--- config.mk ---
export PLATFORM = sky130hd
export DESIGN_NAME = sparse_interval_diff_encoder_unit
export DESIGN_NICKNAME = d
export VERILOG_FILES = /design/src/rtl/sidenc_pkg.sv /design/src/rtl/sidenc_core.sv /design/src/rtl/sparse_interval_diff_encoder_unit.sv
export VERILOG_INCLUDE_DIRS = /design/src /design/src/rtl
export SDC_FILE = /design/constraint.sdc
export NUM_CORES = 1
export LEC_CHECK = 0
export BUFFER_PORTS_ARGS = -buffer_cell sky130_fd_sc_hd__buf_2
export CAP_MARGIN = 40
export CORE_MARGIN = 1
export CORE_UTILIZATION = 45
export DETAILED_ROUTE_END_ITERATION = 6
export MAX_ROUTING_LAYER = met4
export SLEW_MARGIN = 20
export SYNTH_ARGS = -nofsm -noshare
export SYNTH_HDL_FRONTEND = slang
export SYNTH_SLANG_ARGS = --single-unit
--- constraint.sdc ---
create_clock -name clock -period 7.56 [get_ports clock]
set_input_delay 0.378 -clock clock [delete_from_list [all_inputs] [get_ports clock]]
set_output_delay 0.378 -clock clock [all_outputs]
set_load 0.05 [all_outputs]
--- src/rtl/assert_macros.svh ---
// Assertion macros shared by the sparse interval diff encoder modules.
`ifndef ASSERT_MACROS_SVH
`define ASSERT_MACROS_SVH

// Same-cycle implication, checked on every rising clock edge outside reset.
`define ASSERT_NOW(label, ante, cons, msg) \
   label: assert property (@(posedge clock) disable iff (reset) (ante) |-> (cons)) \
      else $error(msg);

// Next-cycle implication, checked on every rising clock edge outside reset.
`define ASSERT_NEXT(label, ante, cons, msg) \
   label: assert property (@(posedge clock) disable iff (reset) (ante) |=> (cons)) \
      else $error(msg);

`endif

--- src/rtl/sidenc_pkg.sv ---
// Types and constants shared by the sparse interval diff encoder.
`timescale 1ns / 1ps

package sidenc_pkg;

   // Field widths.
   localparam int INDEX_W    = 20;
   localparam int WORD_W     = 32;
   localparam int ADDR_W     = 22;
   localparam int RUN_W      = 17;
   localparam int GAP_W      = 16;
   localparam int BLOCK_BITS = 4;

   // Register reset value of the gap window.
   localparam logic [GAP_W-1:0] GAP_RESET = 16'd32;

   // Result bundle sizing: up to four results per item.
   localparam int MAX_RESULTS = 4;
   localparam int POS_W       = 2;
   localparam int CNT_W       = 3;

   // Stream data widths, padded to whole bytes.
   localparam int REQ_DATA_W = 88;
   localparam int RSP_DATA_W = 56;

   // Interval state.
   typedef enum logic [1:0] {
      MODE_SCAN = 2'd0,
      MODE_OPEN = 2'd1,
      MODE_COPY = 2'd2
   } mode_type;

   // Result kinds.
   typedef enum logic [1:0] {
      KIND_DATA   = 2'd0,
      KIND_HEADER = 2'd1,
      KIND_LENGTH = 2'd2
   } kind_type;

   // One input item.
   typedef struct packed {
      logic                 last_word;
      logic [WORD_W-1:0]    old_word;
      logic [WORD_W-1:0]    new_word;
      logic [INDEX_W-1:0]   word_index;
   } item_type;

   // One result item (last_of_item is derived from its place in the bundle).
   typedef struct packed {
      kind_type             kind;
      logic [ADDR_W-1:0]    write_address;
      logic [WORD_W-1:0]    write_value;
   } res_type;

   // All results caused by one item, packed from slot zero up.
   typedef struct packed {
      logic [CNT_W-1:0]             count;
      res_type [MAX_RESULTS-1:0]    slot;
   } bundle_type;

endpackage

--- src/rtl/sidenc_core.sv ---
// Interval state and the per-item result computation of the diff encoder.
`timescale 1ns / 1ps
`include "assert_macros.svh"

module sidenc_core (
   input  logic                              clock,
   input  logic                              reset,
   input  logic                              step_en,
   input  logic [sidenc_pkg::GAP_W-1:0]      gap_window,
   input  sidenc_pkg::item_type              item,
   output sidenc_pkg::bundle_type            bundle
);

   // State registers.
   sidenc_pkg::mode_type                  mode_ff, mode_in;
   logic [sidenc_pkg::RUN_W-1:0]          run_ff, run_in;
   logic [sidenc_pkg::ADDR_W-1:0]         wp_ff, wp_in;
   logic [sidenc_pkg::ADDR_W-1:0]         hs_ff, hs_in;

   // Intermediate values after the word itself is handled.
   sidenc_pkg::mode_type                  mode1;
   logic [sidenc_pkg::RUN_W-1:0]          run1;
   logic [sidenc_pkg::ADDR_W-1:0]         wp1;
   logic [sidenc_pkg::ADDR_W-1:0]         hs1;
   logic [sidenc_pkg::ADDR_W-1:0]         data_addr;
   logic                                  open_now;
   logic                                  copy_now;

   // Closing decisions.
   logic                                  changed;
   logic                                  boundary;
   logic                                  end_hdr_v;
   logic                                  retract;
   logic [sidenc_pkg::ADDR_W-1:0]         wp2;
   logic [sidenc_pkg::WORD_W-1:0]         end_base;
   logic [sidenc_pkg::WORD_W-1:0]         end_value;

   assign changed  = item.new_word != item.old_word;
   assign boundary = &item.word_index[sidenc_pkg::BLOCK_BITS-1:0];
   assign end_base = sidenc_pkg::WORD_W'(item.word_index) + sidenc_pkg::WORD_W'(1);

   // Handle the word: open an interval at a change, or copy while open.
   always_comb begin
      mode1     = mode_ff;
      run1      = run_ff;
      wp1       = wp_ff;
      hs1       = hs_ff;
      data_addr = wp_ff;
      open_now  = 1'b0;
      copy_now  = 1'b0;
      case (mode_ff)
         sidenc_pkg::MODE_SCAN: begin
            if (changed) begin
               open_now  = 1'b1;
               hs1       = wp_ff;
               data_addr = wp_ff + sidenc_pkg::ADDR_W'(2);
               wp1       = wp_ff + sidenc_pkg::ADDR_W'(3);
               run1      = '0;
               mode1     = sidenc_pkg::MODE_OPEN;
            end
         end
         sidenc_pkg::MODE_OPEN, sidenc_pkg::MODE_COPY: begin
            copy_now = 1'b1;
            wp1      = wp_ff + sidenc_pkg::ADDR_W'(1);
            if (changed) begin
               run1 = '0;
            end else if (run_ff != '1) begin
               run1 = run_ff + sidenc_pkg::RUN_W'(1);
            end
         end
         default: begin
            mode1 = sidenc_pkg::MODE_SCAN;
         end
      endcase
   end

   // Decide whether the interval closes here and by how much it retracts.
   always_comb begin
      if (item.last_word) begin
         end_hdr_v = mode1 != sidenc_pkg::MODE_SCAN;
      end else begin
         end_hdr_v = boundary && (mode1 == sidenc_pkg::MODE_COPY) &&
                     (run1 > sidenc_pkg::RUN_W'(gap_window));
      end
      retract   = end_hdr_v && (mode1 == sidenc_pkg::MODE_COPY);
      wp2       = retract ? wp1 - sidenc_pkg::ADDR_W'(run1) : wp1;
      end_value = retract ? end_base - sidenc_pkg::WORD_W'(run1) : end_base;
   end

   // Next state.
   always_comb begin
      mode_in = mode1;
      run_in  = run1;
      wp_in   = wp2;
      hs_in   = hs1;
      if (item.last_word) begin
         mode_in = sidenc_pkg::MODE_SCAN;
         run_in  = '0;
         wp_in   = '0;
         hs_in   = '0;
      end else if (boundary) begin
         case (mode1)
            sidenc_pkg::MODE_OPEN: mode_in = sidenc_pkg::MODE_COPY;
            sidenc_pkg::MODE_COPY: mode_in = end_hdr_v ? sidenc_pkg::MODE_SCAN
                                                       : sidenc_pkg::MODE_COPY;
            default:               mode_in = mode1;
         endcase
      end
   end

   // Results in order: data, start header, end header, length report.
   always_comb begin
      sidenc_pkg::res_type [sidenc_pkg::MAX_RESULTS-1:0] cand;
      logic [sidenc_pkg::MAX_RESULTS-1:0]               cand_v;
      logic [sidenc_pkg::CNT_W-1:0]                     cnt;

      cand[0] = '{kind: sidenc_pkg::KIND_DATA, write_address: data_addr,
                  write_value: item.new_word};
      cand[1] = '{kind: sidenc_pkg::KIND_HEADER, write_address: hs1,
                  write_value: sidenc_pkg::WORD_W'(item.word_index)};
      cand[2] = '{kind: sidenc_pkg::KIND_HEADER,
                  write_address: hs1 + sidenc_pkg::ADDR_W'(1),
                  write_value: end_value};
      cand[3] = '{kind: sidenc_pkg::KIND_LENGTH, write_address: '0,
                  write_value: sidenc_pkg::WORD_W'(wp2)};
      cand_v  = {item.last_word, end_hdr_v, open_now, open_now | copy_now};

      cnt         = '0;
      bundle.slot = '0;
      for (int i = 0; i < sidenc_pkg::MAX_RESULTS; i++) begin
         if (cand_v[i]) begin
            bundle.slot[cnt[sidenc_pkg::POS_W-1:0]] = cand[i];
            cnt = cnt + sidenc_pkg::CNT_W'(1);
         end
      end
      bundle.count = cnt;
   end

   // State update, one step per accepted item.
   always_ff @(posedge clock) begin
      if (reset) begin
         mode_ff <= sidenc_pkg::MODE_SCAN;
         run_ff  <= '0;
         wp_ff   <= '0;
         hs_ff   <= '0;
      end else if (step_en) begin
         mode_ff <= mode_in;
         run_ff  <= run_in;
         wp_ff   <= wp_in;
         hs_ff   <= hs_in;
      end
   end

   // A buffer end returns the state to scanning at diff offset zero.
   `ASSERT_NEXT(a_end_resets, step_en && item.last_word,
                mode_ff == sidenc_pkg::MODE_SCAN && wp_ff == '0 && hs_ff == '0,
                "state not cleared after buffer end")

   // While an interval is open, every word is copied as the first result of its item.
   `ASSERT_NOW(a_open_copies, step_en && mode_ff != sidenc_pkg::MODE_SCAN,
               bundle.count != '0 && bundle.slot[0].kind == sidenc_pkg::KIND_DATA,
               "open interval did not copy its word")

endmodule

--- src/rtl/sparse_interval_diff_encoder_unit.sv ---
// Top level of the sparse interval diff encoder: handshakes and result bundle.
//
//   Channel | Direction | Handshake                 | Payload
//   req     | in        | req_tvalid / req_tready   | req_tdata, req_tlast
//   rsp     | out       | rsp_tvalid / rsp_tready   | rsp_tdata, rsp_tuser, rsp_tlast
//   csr     | in        | csr_valid / csr_ready     | csr_data (gap window)
//
// An item is registered on input, then processed combinationally into a bundle of
// zero to four results, which is loaded into the result register once that register
// is free; the first result is then offered. The result register sends one result
// per cycle while rsp_tready is high, and items with at most one result flow at one
// per cycle under the same condition. The input register takes one new item while
// results wait. Reset is synchronous, clears the interval state and returns the gap
// window to 32.
`timescale 1ns / 1ps
`include "assert_macros.svh"

module sparse_interval_diff_encoder_unit (
   input  logic                                  clock,
   input  logic                                  reset,
   // Input items.
   input  logic                                  req_tvalid,
   output logic                                  req_tready,
   // word_index [19:0], new_word [51:20], old_word [83:52], zero pad [87:84]
   input  logic [sidenc_pkg::REQ_DATA_W-1:0]     req_tdata,
   input  logic                                  req_tlast,   // last_word
   // Result items.
   output logic                                  rsp_tvalid,
   input  logic                                  rsp_tready,
   // write_address [21:0], write_value [53:22], zero pad [55:54]
   output logic [sidenc_pkg::RSP_DATA_W-1:0]     rsp_tdata,
   output logic [1:0]                            rsp_tuser,   // kind [1:0]
   output logic                                  rsp_tlast,   // last_of_item
   // Gap window register writes.
   input  logic                                  csr_valid,
   output logic                                  csr_ready,
   input  logic [sidenc_pkg::GAP_W-1:0]          csr_data
);

   // Configuration register.
   logic [sidenc_pkg::GAP_W-1:0]                 gap_ff;

   // Input register.
   logic                                         in_valid_ff;
   sidenc_pkg::item_type                         item_ff;

   // Result bundle register.
   logic [sidenc_pkg::CNT_W-1:0]                 res_cnt_ff, res_cnt_in;
   logic [sidenc_pkg::POS_W-1:0]                 res_pos_ff, res_pos_in;
   sidenc_pkg::res_type [sidenc_pkg::MAX_RESULTS-1:0] slot_ff;

   sidenc_pkg::bundle_type                       bundle;
   sidenc_pkg::res_type                          cur;
   logic                                         rsp_take;
   logic                                         on_last;
   logic                                         bundle_free;
   logic                                         advance;

   // Gap window writes are always taken.
   assign csr_ready = 1'b1;

   always_ff @(posedge clock) begin
      if (reset) begin
         gap_ff <= sidenc_pkg::GAP_RESET;
      end else if (csr_valid && csr_ready) begin
         gap_ff <= csr_data;
      end
   end

   // Handshake control between the input register and the result register.
   assign rsp_tvalid  = res_cnt_ff != '0;
   assign rsp_take    = rsp_tvalid && rsp_tready;
   assign on_last     = (sidenc_pkg::CNT_W'(res_pos_ff) + sidenc_pkg::CNT_W'(1)) == res_cnt_ff;
   assign bundle_free = (res_cnt_ff == '0) || (rsp_take && on_last);
   assign advance     = in_valid_ff && bundle_free;
   assign req_tready  = !in_valid_ff || advance;

   // Input register.
   always_ff @(posedge clock) begin
      if (reset) begin
         in_valid_ff <= 1'b0;
      end else if (req_tready) begin
         in_valid_ff <= req_tvalid;
      end
   end

   always_ff @(posedge clock) begin
      if (req_tvalid && req_tready) begin
         item_ff.word_index <= req_tdata[19:0];
         item_ff.new_word   <= req_tdata[51:20];
         item_ff.old_word   <= req_tdata[83:52];
         item_ff.last_word  <= req_tlast;
      end
   end

   // Interval state and result computation.
   sidenc_core u_core (
      .clock      (clock),
      .reset      (reset),
      .step_en    (advance),
      .gap_window (gap_ff),
      .item       (item_ff),
      .bundle     (bundle)
   );

   // Result bundle bookkeeping.
   always_comb begin
      res_cnt_in = res_cnt_ff;
      res_pos_in = res_pos_ff;
      if (advance) begin
         res_cnt_in = bundle.count;
         res_pos_in = '0;
      end else if (rsp_take && on_last) begin
         res_cnt_in = '0;
         res_pos_in = '0;
      end else if (rsp_take) begin
         res_pos_in = res_pos_ff + sidenc_pkg::POS_W'(1);
      end
   end

   always_ff @(posedge clock) begin
      if (reset) begin
         res_cnt_ff <= '0;
         res_pos_ff <= '0;
      end else begin
         res_cnt_ff <= res_cnt_in;
         res_pos_ff <= res_pos_in;
      end
   end

   always_ff @(posedge clock) begin
      if (advance) begin
         slot_ff <= bundle.slot;
      end
   end

   // Output the current result of the bundle.
   assign cur       = slot_ff[res_pos_ff];
   assign rsp_tdata = {2'b00, cur.write_value, cur.write_address};
   assign rsp_tuser = cur.kind;
   assign rsp_tlast = on_last;

   // The read position always stays inside the held bundle.
   `ASSERT_NOW(a_pos_in_bundle, rsp_tvalid,
               sidenc_pkg::CNT_W'(res_pos_ff) < res_cnt_ff,
               "result position beyond bundle")

   // A bundle never holds more than four results.
   `ASSERT_NOW(a_cnt_bound, 1'b1,
               res_cnt_ff <= sidenc_pkg::CNT_W'(sidenc_pkg::MAX_RESULTS),
               "result bundle overfull")

   // A length report is the final result of its item and carries address zero.
   `ASSERT_NOW(a_length_last, rsp_tvalid && rsp_tuser == sidenc_pkg::KIND_LENGTH,
               rsp_tlast && rsp_tdata[21:0] == '0,
               "length report not last or nonzero address")

   // A held item that cannot move on blocks the input side.
   `ASSERT_NOW(a_hold_blocks, in_valid_ff && !bundle_free, !req_tready,
               "input accepted while held item is stalled")

endmodule

==> results of run 1 <==
[cells in the final DEF (no fill, tap or decap), types with 7 or more instances in the layout]
cell type | Yosys | routed
clkinv_1 | 2 | 11
a21o_1 | 16 | 16
a2bb2oi_1 | 14 | 14
nor4_2 | 8 | 8
mux2i_1 | 50 | 50
a211oi_1 | 25 | 25
buf_4 | 6 | 57
dlygate4sd3_1 | 0 | 85
nand4_1 | 26 | 26
edfxtp_1 | 309 | 309
o21ai_0 | 114 | 113
a31oi_1 | 9 | 9
ha_1 | 67 | 67
nand2_1 | 163 | 163
clkinv_2 | 0 | 7
nand3_1 | 63 | 63
and2_1 | 10 | 10
conb_1 | 2 | 36
a221oi_1 | 12 | 12
nor2b_1 | 11 | 11
o21a_1 | 20 | 20
inv_1 | 70 | 70
xnor2_1 | 75 | 75
dfxtp_1 | 85 | 83
o211ai_1 | 8 | 8
o21ai_1 | 8 | 7
mux4_2 | 56 | 56
a21oi_1 | 104 | 102
buf_2 | 26 | 165
nor3_1 | 40 | 40
clkbuf_16 | 0 | 43
nor4_1 | 10 | 10
o22ai_1 | 31 | 31
or3_1 | 13 | 13
nor2_1 | 232 | 230
a22oi_1 | 55 | 55
xor2_1 | 82 | 82
o31ai_1 | 11 | 11
and3_1 | 23 | 23
[critical path, cell delays in order (launching register included)]
cell,delay [ns]
edfxtp_1,0.41
xor2_1,0.16
nor4_2,0.61
nand4_2,0.50
o31ai_1,0.47
buf_4,0.26
o21bai_1,0.15
nand2_1,0.07
o21ai_0,0.20
ha_1,0.24
a21oi_1,0.06
o21ai_0,0.25
a211oi_1,0.13
a2111oi_1,0.80
a311oi_4,0.12
nand2_2,0.24
inv_2,0.13
o21ai_1,0.18
inv_1,0.10
ha_1,0.20
nand2_1,0.08
inv_1,0.06
buf_4,0.21
buf_4,0.26
a21oi_1,0.15
o21ai_0,0.08
a21boi_1,0.16
[where the power goes]
part           leakage [nW]  internal [mW]  switching (mW)
Combinational          5.18          0.339           0.656
Sequential             3.64           2.52          0.0730
Clock                 0.675           1.21           0.883
Total                  9.50           4.07            1.61
[per-stage QoR]
step / hold slack (ns) / instances
after floorplan: 0.4604 / 2122
after global placement: 0.4801 / 2870
after detailed placement: 0.4835 / 2874
after CTS: 0.01338 / 3035
after global routing: 0.03191 / 3039
final: 0.03364 / 3040
[logic make-up (layout without fill, tap and decap cells)]
| kind of cell | Yosys count | count (layout) | synth area share |
|---|---|---|---|
| mux | 112 | 112 | 0.08207 |
| xor+xnor | 158 | 158 | 0.06229 |
| flops | 394 | 394 | 0.4916 |
| compound gates | 498 | 498 | 0.1484 |
| simple gates | 642 | 642 | 0.1374 |
| fa+ha+maj | 69 | 69 | 0.03933 |
| buf+inv | 213 | 465 | 0.03860 |
| other cells | 2 | 38 | 0.0003362 |
[Yosys cell counts (all sizes together), types with 13 or more instances]
cell type  instances
edfxtp           309
nor2             235
nand2            165
o21ai            122
a21oi            107
clkbuf            94
dfxtp             85
xor2              83
xnor2             75
inv               74
ha                67
nand3             64
mux4              56
a22oi             55
mux2i             50
buf               43
nor3              43
o22ai             31
nand4             29
a211oi            25
and3              23
o21a              20
nor4              19
a21o              16
a2bb2oi           15
or3               13
[layer usage]
layer	vias up	GRT usage	wire length, microns
met2	596	0.4397	32490
met1	8745	0.3590	28840
met5	-	-	0
met4	0	0.09590	2232
met3	118	0.03945	3978
li1	8289	-	-
[path summary, 6_finish.rpt]
kind | startpoint | endpoint
min reg2reg | gap_ff[5]$_SDFFE_PP1P_ | gap_ff[5]$_SDFFE_PP1P_
min | csr_data[5] | gap_ff[5]$_SDFFE_PP1P_
max | item_ff[43]$_DFFE_PP_ | slot_ff[18]$_DFFE_PP_
max reg2reg | item_ff[43]$_DFFE_PP_ | slot_ff[18]$_DFFE_PP_
[timing repair]
action,4_1_cts,5_1_grt
hold endpoints to repair,85,0
resized for setup,0,0
hold buffers,85,0
buffers inserted,0,0
[registers in the layout (all words and copies together) (netlist names)]
| register | cells |
|---|---|
| slot_ff | 224 |
| item_ff | 85 |
| u_core.hs_ff | 22 |
| res_pos_ff | 2 |
| u_core.run_ff | 17 |
| u_core.mode_ff | 2 |
| res_cnt_ff | 3 |
| in_valid_ff | 1 |
| gap_ff | 16 |
| u_core.wp_ff | 22 |
[area by class of cell]
type / instances / area share
Clock buffer: 51 / 0.04306
Timing Repair Buffer: 313 / 0.08446
Antenna cell: 2 / 0.0001897
Sequential cell: 394 / 0.4163
Tap cell: 664 / 0.03149
Clock inverter: 25 / 0.009152
Multi-Input combinational cell: 1515 / 0.4042
Inverter: 76 / 0.01110
==> impl_metrics.csv, run 1 <==
group,metric,value,unit
die,dieArea,50530,sq um
sta,worst-slew-pin-transition,0.8706,ns
die,ios,172,
synth,ys_ff_latch,394,
clocking,cts-root-buf,"clkbuf_16",
clocking,clockBufferDepth,3,
route,antenna_left,0,
sta,setup_viol,0,
clocking,clk_latency,0.58,ns
synth,netlist_instances,2088,
grt,grt_pass1_wl,102.6,mm
clocking,clk_pin_slew_worst_paths,0.06,ns
power_and_ir_drop,power_per_cell_area,215.5,nW/um^2
sta,drv_slew,0,
sta,rsz0062_at_grt,"false",
synth,synthFlopType,"edfxtp_1",
synth,synth_top_area_frac,0.4154,
layout,fin_nets,2522,
sta,hold_violations,0,
sta,max_freq,0.1515,GHz
synth,netlist.top_cell.by_area,"edfxtp_1",
layout,drive_above_1_share,0.1719,
synth,yosys_warnings,0,
die,die_height,224.8,microns
layout,final_core_util,0.5390,
layout,seq_area,10990,sq um
grt,grt_max_degree,106,
route,vias,17750,
die,initial_core_util,0.4563,
die,fp-row-count,81,
layout,fin_area,26390,sq um
place,gp_congestion,0.9357,
sta,final.min_clock_period,6.601,ns
clocking,numCtsBuffers,43,
sta,setup_ws,0.9589,ns
place,portBuffers,164,
die,core,48950,sq um
layout,area_growth,18.13,%
route,drt_first_pass_iters,5,
worst_hold_path,min_path_type,"input port to flip-flop",
synth,synth_edf_count,309,
clocking,cts.sinks,394,
layout,multi_input_area,10670,sq um
route,drc,0,
synth,avgSynthCellArea,10.70,sq um
grt,gr-total-overflow,0,
sta,skew,0.01936,ns
worst_setup_path,cp.required,7.86,ns
worst_setup_path,startpoint_type,"flip-flop",
grt,grt_pass1_vias,17330,
route,wirelength,67.54,mm
die,die_w,224.8,microns
worst_setup_path,worst-endpoint-arrival,6.90,ns
outcome,status,"completed",
synth,synthesis.area,22340,sq um
grt,grt_use_total,0.2755,
sta,finalSetupTns,0,ns
sta,slew-limit-headroom,0.4147,
clocking,htree_levels,2,
route,viasPerCell,5.838,
synth,synth_cell_types,96,
worst_setup_path,crit_fanout,31,
route,drt_iter0_markers,1378,
worst_setup_path,crit_path_end_kind,"flip-flop",
power_and_ir_drop,p_total,5.686,mW
synth,ys_seq_area_frac,0.4916,
sta,timing.final.crit_share,0.8732,
worst_setup_path,critPathKind,"flip-flop to flip-flop",
power_and_ir_drop,ir_drop,0.2163,mV
place,dpl_cell_area,24090,sq um
layout,fill_cells,4290,
worst_setup_path,regToRegSetupSlack,0.96,ns
synth,async_reset_ff_frac,0,
worst_hold_path,hold_depth,3,
clocking,cts_tree,"yes",
place,dp_hpwl,47.98,mm
place,pre_cts_slack,1.076,ns
power_and_ir_drop,cellLeakagePower,9.500,nW
worst_setup_path,r2r_cells,26,
grt,antenna_found_initial,1,
route,routedWlPerCell,22.22,microns
synth,ys_top_cells_by_area,"edfxtp_1 (42%), dfxtp_1 (7.6%), mux4_2 (5.6%)",
flow_run,drv_cap,0,
Power figures use the tool's default switching activity.
==> run 2, diff against run 1 <==
- ABC_AREA: not set -> 1
- TNS_END_PERCENT: not set -> 20
==> impl_metrics.csv, run 2 <==
group,metric,value,unit
power_and_ir_drop,cellLeakagePower,11.24,nW
die,die_w,230.9,microns
synth,synth_top_area_frac,0.3934,
route,routedWlPerCell,20.09,microns
clocking,cts_tree,"yes",
die,core,51510,sq um
grt,antenna_found_initial,1,
place,place_inst,3746,
clocking,cts-root-buf,"clkbuf_16",
power_and_ir_drop,p_total,6.032,mW
clocking,cts_setup_buffers,0,
sta,setup_ws,1.259,ns
layout,num_antenna_cells,0,
worst_hold_path,min_from,"csr_data[0]",
flow_run,drv_cap,0,
grt,gr-total-overflow,0,
power_and_ir_drop,power_per_cell_area,218.8,nW/um^2
synth,synth_top_family_by_area,"simple AND/OR/NAND/NOR gates",
worst_setup_path,max_stage_delay,0.59,ns
worst_setup_path,critPathKind,"flip-flop to flip-flop",
worst_setup_path,r2r-start,"item_ff[20]$_DFFE_PP_",
route,wirelength,78.76,mm
synth,synthTopCellsByCount,"nand2_1 (673), nor2_1 (360), inv_1 (319)",
clocking,numCtsBuffers,47,
sta,max_freq,0.1587,GHz
route,drt_iter0_markers,1990,
grt,grt_pass1_vias,20090,
die,dieArea,53330,sq um
worst_setup_path,r2r_end,"slot_ff[41]$_DFFE_PP_",
worst_setup_path,startpoint_type,"flip-flop",
grt,grt_pass1_wl,119.0,mm
layout,reg_top3,"slot_ff: 224 flops, item_ff: 85 flops",
synth,yosysMostFrequentCell,"nand2_1",
layout,mostFrequentLayoutCells,"nand2_1 (672), nor2_1 (359), inv_1 (316), edfxtp_1 (309), o21ai_0 (243)",
sta,drv_slew,0,
clocking,post_cts_resized,0,
sta,skew,0.04215,ns
worst_setup_path,crit_fanout,27,
worst_hold_path,hold_depth,3,
worst_setup_path,worst-endpoint-arrival,6.64,ns
grt,grt_use_total,0.3013,
synth,synthesis.area,23580,sq um
synth,yosys_warnings,0,
synth,avgSynthCellArea,7.927,sq um
layout,largest_reg_flops,224,
worst_setup_path,slowest_stage,"a221oi_1",
synth,netlist.top_cell.by_area,"edfxtp_1",
route,antenna_left,0,
route,drt_first_pass_iters,5,
grt,grt_max_degree,107,
sta,rsz0062_at_grt,"false",
worst_setup_path,r2r_cells,34,
layout,mostFrequentLayoutCell,"nand2_1",
clocking,clk_pin_slew_worst_paths,0.06,ns
synth,yosys.area_share.simple,0.2256,
synth,synth_cell_types,56,
synth,ys_top_cells_by_area,"edfxtp_1 (39%), nand2_1 (11%), dfxtp_1 (7.2%)",
synth,async_reset_ff_frac,0,
synth,netlist_instances,2975,
sta,setup_viol,0,
worst_hold_path,min_path_type,"input port to flip-flop",
clocking,cts.sinks,394,
synth,synthAdderAreaFrac,0.03724,
worst_setup_path,crit_path_end_kind,"flip-flop",
synth,ys_seq_area_frac,0.4656,
place,pre_cts_slack,1.370,ns
synth,synthFlopType,"edfxtp_1",
sta,hold_violations,0,
sta,worst-slew-pin-transition,0.8930,ns
route,vias,21290,
synth,synthXorXnorAreaFrac,0.03448,
place,portBuffers,164,
power_and_ir_drop,ir_drop,0.1699,mV
synth,ys_ff_latch,394,
sta,timing.final.crit_share,0.8335,
route,drc,0,
clocking,htree_levels,2,
sta,slew-limit-headroom,0.4047,
outcome,status,"completed",
layout,layoutNonFillerInstCount,3921,
layout,regMostFlops,"slot_ff",
layout,drive_above_1_share,0.1179,
die,die_height,230.9,microns
layout,fin_nets,3381,
synth,synth_compound_area_frac,0.1544,
clocking,clk_latency,0.62,ns
route,viasPerCell,5.430,
worst_setup_path,cp.required,7.90,ns
sta,whs,0.02052,ns
sta,finalSetupTns,0,ns
die,initial_core_util,0.4579,
synth,synthMuxAreaShare,0,
sta,final.min_clock_period,6.301,ns
die,fp-row-count,83,
worst_setup_path,regToRegSetupSlack,1.26,ns
place,gp_congestion,0.9439,
clocking,hold_buffers,86,
synth,synth_edf_count,309,
clocking,clockBufferDepth,3,
place,dp_hpwl,57.12,mm
die,ios,172,
worst_setup_path,crit_top_cell,"nand2_1",
layout,area_growth,16.88,%
worst_hold_path,holdPathEnd,"gap_ff[0]$_SDFFE_PP0P_",
==> run 2: cell count changes after synthesis, sizes merged, moves of 23 or more <==
cell and delta:
nand2 +529, mux4 -56, a21oi +90, o21ai +187, mux2i -50, nor2 +147, xor2 -28, and3 -23
xnor2 -38, nand3 +69, inv +268, a22oi -48, o22ai +58
==> run 2: area by class of cell <==
type | instances | area [sq um]
repair buffers | 287 | 2057
fillers | 4950 | 23940
well taps | 680 | 850.8
inverters | 343 | 1300
clock buffers | 66 | 1380
multi-input cells | 2129 | 10800
flip-flops and latches | 394 | 10990
clock inverters | 22 | 193.9
==> run 2: cell families after synthesis <==
logic type	Yosys count
buffers and inverters	486
AO/OA/AOI/OAI	659
XOR/XNOR	92
other	2
adder cells (fa/ha/maj)	69
AND/OR/NAND/NOR	1273
flip-flops	394
==> run 2: where the power goes <==
group | internal (mW) | leakage [nW] | switching, mW
Combinational | 0.308 | 6.82 | 0.827
Sequential | 2.54 | 3.64 | 0.0702
Clock | 1.32 | 0.780 | 0.969
Total | 4.17 | 11.2 | 1.87
==> run 2: worst max-delay path by stage <==
stage / slack, ns / to / from / cells past startpoint
after global placement: 1.35 / slot_ff[45]$_DFFE_PP_ / item_ff[51]$_DFFE_PP_ / 34
after detailed placement: 1.37 / slot_ff[41]$_DFFE_PP_ / item_ff[51]$_DFFE_PP_ / 34
after floorplan: 0.35 / res_cnt_ff[2]$_SDFFE_PP0P_ / res_pos_ff[1]$_SDFFE_PP0P_ / 10
after CTS: 1.29 / slot_ff[41]$_DFFE_PP_ / item_ff[51]$_DFFE_PP_ / 34
after global routing: 0.77 / slot_ff[41]$_DFFE_PP_ / item_ff[20]$_DFFE_PP_ / 34
final: 1.26 / slot_ff[41]$_DFFE_PP_ / item_ff[20]$_DFFE_PP_ / 34
==> run 2: critical path: cells and delay by family, from the launching register on <==
kind | cells | cell delay, ns
AO/OA/AOI/OAI | 5 | 1.15
XOR/XNOR | 1 | 0.19
adder cells (fa/ha/maj) | 2 | 0.39
buffers and inverters | 5 | 1.15
flip-flops | 1 | 0.44
AND/OR/NAND/NOR | 21 | 2.69
==> run 2: metrics by stage <==
stage | utilization | cell area, sq um
floorplan | - | 23710
global placement | 0.4865 | 25060
detailed placement | 0.4876 | 25120
CTS | 0.5349 | 27550
global route | 0.5351 | 27570
finish | 0.5351 | 27570
==> run 2: metal layers <==
layer | share of wire | vias to the layer above | GRT usage
met3 | 0.065 | 102 | 0.03483
li1 | - | 10390 | -
met4 | 0.026 | 0 | 0.08547
met2 | 0.46 | 753 | 0.4706
met5 | 0 | - | -
met1 | 0.45 | 10050 | 0.4123
